File: src/rtl/lrr_pkg.sv
`timescale 1ns / 1ps

package lrr_pkg;

  // Generator constants: seed' = seed * LCG_MULTIPLIER mod LCG_MODULUS.
  localparam logic [30:0] LCG_MODULUS    = 31'd2147483399;
  localparam logic [15:0] LCG_MULTIPLIER = 16'd40692;
  localparam logic [30:0] SEED_START     = 31'h0f0f0f0f;
  // 2^31 mod LCG_MODULUS, used to fold the high part of the product.
  localparam logic [7:0]  FOLD_FACTOR    = 8'd249;

  // Request codes carried in the input tuser field.
  localparam logic [1:0] MODE_RAW     = 2'd0;
  localparam logic [1:0] MODE_RANGED  = 2'd1;
  localparam logic [1:0] MODE_RESTORE = 2'd2;

  localparam int QUEUE_DEPTH = 2;
  localparam int DIV_STEPS   = 32;

  // What the back end has to do with a queued request.
  typedef enum logic [2:0] {
    KIND_RAW,
    KIND_PARITY,
    KIND_RANGED,
    KIND_RESTORE,
    KIND_IGNORE
  } kind_t;

  typedef struct packed {
    kind_t       kind;
    logic [31:0] base;
    logic [31:0] span;
  } job_t;

endpackage

File: src/rtl/lrr_front.sv
`timescale 1ns / 1ps

module lrr_front (
  input  logic         s_axis_tvalid,
  output logic         s_axis_tready,
  input  logic [63:0]  s_axis_tdata,  // lower_bound [31:0], upper_bound [63:32]
  input  logic [1:0]   s_axis_tuser,  // mode [1:0]
  input  logic         full,
  output logic         push,
  output lrr_pkg::job_t job
);
  import lrr_pkg::*;

  logic [31:0] lo;
  logic [31:0] hi;
  logic        swap;
  logic [31:0] top_bound;

  assign lo        = s_axis_tdata[31:0];
  assign hi        = s_axis_tdata[63:32];
  assign swap      = $signed(hi) < $signed(lo);
  assign top_bound = swap ? lo : hi;

  assign s_axis_tready = !full;
  assign push          = s_axis_tvalid && !full;

  always_comb begin
    job.base = swap ? hi : lo;
    // Unsigned difference of the ordered bounds; never zero when they differ.
    job.span = top_bound - job.base;
    case (s_axis_tuser)
      MODE_RAW: begin
        job.kind = KIND_RAW;
      end
      MODE_RANGED: begin
        job.kind = (lo == hi) ? KIND_PARITY : KIND_RANGED;
      end
      MODE_RESTORE: begin
        job.kind = KIND_RESTORE;
      end
      default: begin
        job.kind = KIND_IGNORE;
      end
    endcase
  end

endmodule

File: src/rtl/lrr_queue.sv
`timescale 1ns / 1ps

module lrr_queue #(
  parameter int QUEUE_DEPTH = lrr_pkg::QUEUE_DEPTH
) (
  input  logic          clk,
  input  logic          rst,
  input  logic          push,
  input  lrr_pkg::job_t push_job,
  output logic          full,
  input  logic          pop,
  output logic          empty,
  output lrr_pkg::job_t head
);
  import lrr_pkg::*;

  localparam int PTR_W = $clog2(QUEUE_DEPTH);
  localparam int CNT_W = $clog2(QUEUE_DEPTH + 1);

  job_t             entries [QUEUE_DEPTH];
  logic [PTR_W-1:0] wr_ptr;
  logic [PTR_W-1:0] rd_ptr;
  logic [CNT_W-1:0] count;

  assign full  = (count == CNT_W'(QUEUE_DEPTH));
  assign empty = (count == '0);
  assign head  = entries[rd_ptr];

  always_ff @(posedge clk) begin
    if (push) begin
      entries[wr_ptr] <= push_job;
    end
  end

  always_ff @(posedge clk) begin
    if (rst) begin
      wr_ptr <= '0;
      rd_ptr <= '0;
      count  <= '0;
    end else begin
      if (push) begin
        wr_ptr <= (wr_ptr == PTR_W'(QUEUE_DEPTH - 1)) ? '0 : wr_ptr + 1'b1;
      end
      if (pop) begin
        rd_ptr <= (rd_ptr == PTR_W'(QUEUE_DEPTH - 1)) ? '0 : rd_ptr + 1'b1;
      end
      if (push && !pop) begin
        count <= count + 1'b1;
      end else if (pop && !push) begin
        count <= count - 1'b1;
      end
    end
  end

endmodule

File: src/rtl/lrr_back.sv
`timescale 1ns / 1ps

module lrr_back (
  input  logic          clk,
  input  logic          rst,
  input  logic          empty,
  input  lrr_pkg::job_t head,
  output logic          pop,
  output logic          m_axis_tvalid,
  input  logic          m_axis_tready,
  output logic [31:0]   m_axis_tdata   // value [31:0]
);
  import lrr_pkg::*;

  localparam int STEP_W = $clog2(DIV_STEPS);

  typedef enum logic [2:0] {
    ST_IDLE,
    ST_MUL,
    ST_FOLD,
    ST_RED,
    ST_DIV,
    ST_DONE
  } state_t;

  state_t            state;
  logic [30:0]       seed;
  job_t              job;
  logic [46:0]       prod;
  logic [31:0]       fold;
  logic [30:0]       draw;
  logic [31:0]       dividend;
  logic [32:0]       rem;
  logic [STEP_W-1:0] step;

  logic [46:0] mul_calc;
  logic [31:0] fold_calc;
  logic [31:0] red_calc;
  logic [32:0] rem_sh;
  logic [32:0] span_ext;
  logic [31:0] result_calc;

  assign pop = (state == ST_IDLE) && !empty;

  assign mul_calc = seed * LCG_MULTIPLIER;
  // prod = h * 2^31 + l, and 2^31 is congruent to FOLD_FACTOR, so the fold
  // leaves a value below twice the modulus.
  assign fold_calc = 32'(prod[46:31]) * 32'(FOLD_FACTOR) + 32'(prod[30:0]);
  assign red_calc  = (fold >= 32'(LCG_MODULUS)) ? fold - 32'(LCG_MODULUS) : fold;

  assign rem_sh   = {rem[31:0], dividend[31]};
  assign span_ext = {1'b0, job.span};

  always_comb begin
    case (job.kind)
      KIND_RAW:    result_calc = {1'b0, draw};
      KIND_PARITY: result_calc = job.base + 32'(draw[0]);
      KIND_RANGED: result_calc = rem[31:0] + job.base;
      default:     result_calc = '0;
    endcase
  end

  always_ff @(posedge clk) begin
    if (rst) begin
      state         <= ST_IDLE;
      seed          <= SEED_START;
      m_axis_tvalid <= 1'b0;
    end else begin
      // In ST_DONE the output register is handled by that state alone.
      if (m_axis_tvalid && m_axis_tready && (state != ST_DONE)) begin
        m_axis_tvalid <= 1'b0;
      end
      case (state)
        ST_IDLE: begin
          if (!empty) begin
            job <= head;
            if (head.kind inside {KIND_RAW, KIND_PARITY, KIND_RANGED}) begin
              state <= ST_MUL;
            end else begin
              if (head.kind == KIND_RESTORE) begin
                seed <= SEED_START;
              end
              state <= ST_DONE;
            end
          end
        end
        ST_MUL: begin
          prod  <= mul_calc;
          state <= ST_FOLD;
        end
        ST_FOLD: begin
          fold  <= fold_calc;
          state <= ST_RED;
        end
        ST_RED: begin
          seed     <= red_calc[30:0];
          draw     <= red_calc[30:0];
          dividend <= {1'b0, red_calc[30:0]};
          rem      <= '0;
          step     <= '0;
          state    <= (job.kind == KIND_RANGED) ? ST_DIV : ST_DONE;
        end
        ST_DIV: begin
          // One restoring step: bring in the next dividend bit, subtract if it fits.
          rem      <= (rem_sh >= span_ext) ? rem_sh - span_ext : rem_sh;
          dividend <= {dividend[30:0], 1'b0};
          step     <= step + 1'b1;
          if (step == STEP_W'(DIV_STEPS - 1)) begin
            state <= ST_DONE;
          end
        end
        ST_DONE: begin
          if (!m_axis_tvalid || m_axis_tready) begin
            m_axis_tdata  <= result_calc;
            m_axis_tvalid <= 1'b1;
            state         <= ST_IDLE;
          end
        end
        default: begin
          state <= ST_IDLE;
        end
      endcase
    end
  end

endmodule

File: src/rtl/lehmer_random_in_range_top.sv
`timescale 1ns / 1ps
// A ranged draw with distinct bounds passes through the multiply, fold, reduce and
// restoring remainder states; a raw draw or equal bounds skips the remainder loop, and
// restore or mode 3 goes straight to the output. The back end works on one request at
// a time and pops the next one from the queue only once it is idle again.
// Reset (rst, synchronous, active high) loads the seed with 0x0f0f0f0f, empties the
// request queue and drops m_axis_tvalid.

module lehmer_random_in_range_top #(
  parameter int QUEUE_DEPTH = lrr_pkg::QUEUE_DEPTH
) (
  input  logic        clk,
  input  logic        rst,
  input  logic        s_axis_tvalid,
  output logic        s_axis_tready,
  input  logic [63:0] s_axis_tdata,   // lower_bound [31:0], upper_bound [63:32]
  input  logic [1:0]  s_axis_tuser,   // mode [1:0]
  output logic        m_axis_tvalid,
  input  logic        m_axis_tready,
  output logic [31:0] m_axis_tdata    // value [31:0]
);
  import lrr_pkg::*;

  // The front end orders the bounds and forms their difference as each transaction
  // arrives, so the queue holds ready-to-run jobs. The back end owns the seed:
  // a 31x16 multiply, a fold of the high product bits (2^31 mod m is 249) and one
  // conditional subtract give the next seed; a ranged draw with distinct bounds then
  // runs a 32-step restoring remainder against the stored span. Results wait in
  // one output register; the front end keeps taking requests until the queue is full.

  logic full;
  logic push;
  job_t push_job;
  logic pop;
  logic empty;
  job_t head;

  lrr_front u_front (
    .s_axis_tvalid (s_axis_tvalid),
    .s_axis_tready (s_axis_tready),
    .s_axis_tdata  (s_axis_tdata),
    .s_axis_tuser  (s_axis_tuser),
    .full          (full),
    .push          (push),
    .job           (push_job)
  );

  lrr_queue #(
    .QUEUE_DEPTH (QUEUE_DEPTH)
  ) u_queue (
    .clk      (clk),
    .rst      (rst),
    .push     (push),
    .push_job (push_job),
    .full     (full),
    .pop      (pop),
    .empty    (empty),
    .head     (head)
  );

  lrr_back u_back (
    .clk           (clk),
    .rst           (rst),
    .empty         (empty),
    .head          (head),
    .pop           (pop),
    .m_axis_tvalid (m_axis_tvalid),
    .m_axis_tready (m_axis_tready),
    .m_axis_tdata  (m_axis_tdata)
  );

endmodule

File: config.mk
export PLATFORM = sky130hd
export DESIGN_NAME = lehmer_random_in_range_top
export DESIGN_NICKNAME = d
export VERILOG_FILES = /design/src/rtl/lrr_pkg.sv /design/src/rtl/lrr_front.sv /design/src/rtl/lrr_queue.sv /design/src/rtl/lrr_back.sv /design/src/rtl/lehmer_random_in_range_top.sv
export SDC_FILE = /design/constraint.sdc
export NUM_CORES = 2
export LEC_CHECK = 0
export BUFFER_PORTS_ARGS = -buffer_cell sky130_fd_sc_hd__buf_2
export CORE_MARGIN = 2
export CORE_UTILIZATION = 62
export DETAILED_ROUTE_END_ITERATION = 8
export GPL_TIMING_DRIVEN = 1
export PLACE_DENSITY_LB_ADDON = 0.05
export SKIP_CTS_REPAIR_TIMING = 1
export SLEW_MARGIN = 20
export SYNTH_ARGS = -nofsm -noshare
export SYNTH_HDL_FRONTEND = slang
export SYNTH_SLANG_ARGS = --single-unit
File: constraint.sdc
create_clock -name clk -period 18 [get_ports clk]
set_input_delay 0 -clock clk [delete_from_list [all_inputs] [get_ports clk]]
set_output_delay 0 -clock clk [all_outputs]
set_load 0.005 [all_outputs]
---- Yosys cells after proc, flatten, opt, wreduce, memory -nomap -nowiden ----
Memories as Yosys holds them, arrays and structs flattened. A register that Yosys moved wholly into a read port is not among the register bits.
Cells that the tools add are included.
word-level totals
  logic and storage cells ................. 116
  memories kept ........................... 1
  RAM bits ................................ 134
  bits in registers ....................... 315
  bits of input ports ..................... 70
  output and inout bits ................... 34
memory list
  memory           depth  width  rd ports  clocked after memory_dff  wr ports  RTL line         RTL
  u_queue.entries  2      67     1         1                         1         lrr_queue.sv:20  job_t entries [QUEUE_DEPTH];
cells by class
  reductions and logical operators ........ 29
  bitwise operators ....................... 2
  order comparisons ....................... 3
  equal/unequal tests ..................... 21
  multipliers ............................. 2
  muxes and demuxes ....................... 31
  add/subtract/negate cells ............... 11
operators with widths
  operator                count
  $pmux 32 s2             2
  $mux 31                 4
  $mux 32                 3
  $pmux 32 s3             1
  $sub 32x32->32          2
  $pmux 31 s2             1
  $mul 31x14->45 const B  1
  $ge 33x32->1            1
  $add 24x31->32          1
  $add 32x1->32           1
  $add 32x32->32          1
  $eq 32x32->1            1
  $ge 32x31->1 const B    1
  $lt 32x32->1            1
  $sub 31x31->31 const B  1
  $mul 16x8->24 const B   1
  $pmux 3 s6              1
  $eq 3x2->1 const B      5
  $mux 3                  4
  $mux 1                  10
  $pmux 5 s2              1
  $eq 3x1->1 const B      3
  $logic_not 3->1         3
  $pmux 3 s3              1
  22 further kinds        48

---- Depth between registers and ports, before layout ----
  depth in word-level cells ............... 7
  gate-level depth with buffers ........... 24

---- By module ----
From an unflattened synthesis, not the netlist that was laid out.
unflattened totals
  cell total of the unflattened synthesis .. 3239
  area total of the unflattened synthesis .. 35937.0 sq um
by module, submodules not included
  module     cells each  instances  area an instance (sq um)
  lrr_back   2474        1          27257.4
  lrr_queue  230         1          5154.9
  lrr_front  535         1          3524.6

---- Worst setup path after synthesis ----
OpenSTA, ideal clock, no wires.
  kind .................................... flip-flop to flip-flop
  start point ............................. register u_back.seed[5]
  end point ............................... register u_back.prod[46], data pin
  slack ................................... 11.379 ns
  library setup time ...................... 0.137 ns
  clock period less this slack ............ 6.621 ns
  data arrival time ....................... 6.483 ns
  cell stages (with the launch flop) ...... 23
  path through ............................ dfxtp_1 fa_1 fa_1 fa_1 fa_1 fa_1 inv_1 fa_1 inv_1 ha_1 a21o_1 a21o_1 a21o_1 a21oi_1 o21ai_0 a21oi_1 a31oi_1 a2111oi_1 o311ai_0 a21oi_1 a21oi_1 or4_1 nand4_1
on the way
  word-level cells in the longest chain between the ends .. 1
ends and longest elaborated chain
  element                  RTL line        RTL
  from (decl)              lrr_back.sv:27  logic [30:0] seed;
  from (signal assigned)   lrr_back.sv:96  seed <= red_calc[30:0];
  $mul 31x14->45           lrr_back.sv:45  assign mul_calc = seed * LCG_MULTIPLIER;
  net u_back.mul_calc[46]  lrr_back.sv:36  logic [46:0] mul_calc;
  to (signal assigned)     lrr_back.sv:88  prod <= mul_calc;
  to (decl)                lrr_back.sv:29  logic [46:0] prod;
The timed path passes the listed nets, and every way through them passes these cells.
A chain may end at the register's enable or synchronous reset.

---- Final worst setup path ----
  start point ............................. register u_back.seed[9]
  end point ............................... register u_back.prod[46], data pin
Same word-level chain as after synthesis.

==> run metrics <==
post-detail-place hpwl 68.5 mm; outcome finished with violations; Startpoint Class flip-flop; largest area contributor in the netlist edfxtp_1; Synth Warn # 0; Syn Nets 3,803; Vias 23,800; first-pass GRT wire length about 130 mm; Arr. time, crit path 8120 ps; # IOs between 100 and 150; TritonCTS clock tree done; final hold slack -47.2 ps; Synth top area share 35.5%; WL/cell 21.5 um; Starting Density 62.8%; fillcell total 4,066; multi-input combinational cell area 19,400 um2; post-route clock period utilization 42.6%; share of cells above drive strength 1 10.2%; clk slew on worst S/H paths 70 ps; worst r2r src u_back.seed[9]$_SDFFE_PP1P_; CP max FO 8; CTS H-Tree Depth 2; Slew headroom 28.1%; max cap viols 0; row cnt 86; hold_sp s_axis_tdata[58]; Max Clock Skew 31.8 ps; die height 240 um; final hold vios 12; die area between 50,000 and 60,000 um2; Core Region 55,200 um2; mapped cell area 34,700 um2; FMAX approximately 130 MHz; GRT Overall Usage 30.4%; vias in the first global route 23,500; Max Slew Vio Count 0; Synth area leaders edfxtp_1 (36%), fa_1 (16%), ha_1 (12%); Nets 3,942; setup violators final 0; post-synthesis sequential area ratio 37.8%; drt via density 5.89; final RePlAce weighted congestion 0.887; CTS max path bufs 3; ys flop type edfxtp_1; failing checks hold timing; asr flop ratio synth 0%; fin crit period 7660 ps; Critical Setup Path Class flip-flop to flip-flop; DRT Pass-1 Iters 6; Sequential Area 13,100 um2; Syn Inst Count 3,115; syn_area_per_cell 11.1 um2; Initial DRC Count 2,096; WL final 87.0 mm; Die X approximately 240 um; Yosys cell types 91; CTS Sinks 450; Worst-Skew Late Latency 590 ps; pin count of the biggest net entering global routing 77; worst slew pin tran 1080 ps; Setup TNS 0 ps; Worst setup EP type flip-flop; clock root buffer clkbuf_16; Inserted Clock Buffers 48; unrepaired setup endpoints after global routing false; worst setup path startpoint u_back.seed[9]$_SDFFE_PP1P_; Post-synth EDFFs 410; Area growth syn-to-layout 9.66%; Seq cells post-synth 450; Worst Path Required 18,460 ps; Final ANT Viol Nets 0; Port Buffers 103; DRC Markers 0; grt ovf 0; initial antenna violation count 8; worst min path class input pin to flip-flop
## Yosys cell counts (all sizes together), types with 5 or more instances
cell type / count
o22ai: 31
fa: 274
nor2: 147
a21oi: 151
o21bai: 15
clkbuf: 56
o211ai: 11
o41ai: 18
ha: 344
a21o: 59
nand2b: 54
and4: 5
and2: 38
a21boi: 10
nor3: 26
a31oi: 18
a311oi: 6
a211oi: 16
xor2: 61
and3: 31
nor3b: 9
nand4: 15
o21ai: 124
nor4: 5
inv: 496
buf: 18
a211o: 6
o21a: 17
or2: 12
nand2: 186
edfxtp: 410
nand3b: 7
mux2i: 37
a2111oi: 6
mux2: 94
xnor2: 111
or3: 12
nand3: 42
o31ai: 8
nor2b: 23
dfxtp: 40
a22o: 19
## metrics by stage
step	std cells	hold slack, ps	setup WS (ps)	utilization (%)	cell area [um2]
final	4041	-47.2	10340	68.9	38000
after global routing	4040	1.90	9890	68.9	38000
after CTS	4001	-261	10320	68.1	37600
after detailed placement	3913	350	10330	65.3	36000
after global placement	3913	325	10600	65.3	36000
after floorplan	3115	213	11380	-	34700
## placed cells by master (no fill, tap or decap), types with 23 or more instances in the layout
master,count
nor2_1,143
fa_1,274
mux2i_1,37
xor2_1,61
and2_1,38
nand2_1,186
nand3_1,42
nand2b_1,53
dfxtp_1,39
clkbuf_16,49
inv_1,495
edfxtp_1,410
and3_1,30
buf_2,103
xnor2_1,111
mux2_2,93
dlygate4sd3_1,39
o21ai_0,116
o22ai_1,31
ha_1,344
a21o_1,58
nor2b_1,23
a21oi_1,149
## layout make-up
type | count | share of cell area (%)
Antenna cell | 1 | 0.00658
Inverter | 496 | 4.90
Multi-Input combinational cell | 2095 | 51.1
Clock buffer | 65 | 3.59
Timing Repair Buffer | 163 | 2.80
Tap cell | 748 | 2.46
Sequential cell | 450 | 34.5
Clock inverter | 23 | 0.596
## sequential cells by signal (all words and copies together) (netlist names), 2 cells and up, named ones only
signal and flops:
u_queue.count 2, u_back.m_axis_tdata 32, u_back.rem 32, u_back.dividend 32
u_back.draw 31, u_back.seed 31, u_queue.entries 134, u_back.prod 45
u_back.fold 32, u_back.step 5, u_back.state 3, u_back.job 67
## layer usage
metal	GRT usage (%)	wire length [um]
met3	6.42	7390
met2	44.9	37700
met4	7.70	2110
met1	45.7	39900
met5	0	0
## worst max-delay path: stages, from the launching register on
cell	delay (ps)
dfxtp_1	720
fa_1	550
ha_1	300
inv_1	50
fa_1	500
inv_1	50
fa_1	460
fa_1	550
inv_1	60
fa_1	490
inv_1	40
ha_1	350
a21oi_1	220
nor2_1	60
a211oi_1	350
a21bo_2	300
a21oi_1	260
a31oi_1	220
a2111oi_1	740
o311ai_0	290
a21oi_1	270
a21oi_1	150
or4_1	430
nand4_1	100
## path summary, 6_finish.rpt
path / endpoint / slack, ps / cells after the start
setup reg to reg: u_back.prod[46]$_DFFE_PP_ / 10340 / 23
hold reg to reg: flip-flop / 530 / 2
hold / removal: u_queue.entries[0][58]$_DFFE_PP_ / -50 / 3
setup / recovery: u_back.prod[46]$_DFFE_PP_ / 10340 / 23
## cell families (layout without fill, tap and decap cells)
group | after synthesis | in the layout | share of synthesized area (%)
AO/OA/AOI/OAI | 552 | 552 | 10.4
AND/OR/NAND/NOR | 622 | 622 | 8.78
flip-flops | 450 | 450 | 37.8
other | 0 | 1 | 0
buffers and inverters | 570 | 747 | 6.31
adder cells (fa/ha/maj) | 618 | 618 | 28.2
multiplexers | 131 | 131 | 4.12
XOR/XNOR | 172 | 172 | 4.35
Power is not shown: default switching activity piles up to over one toggle a cycle in this logic, so the estimate is an artifact.
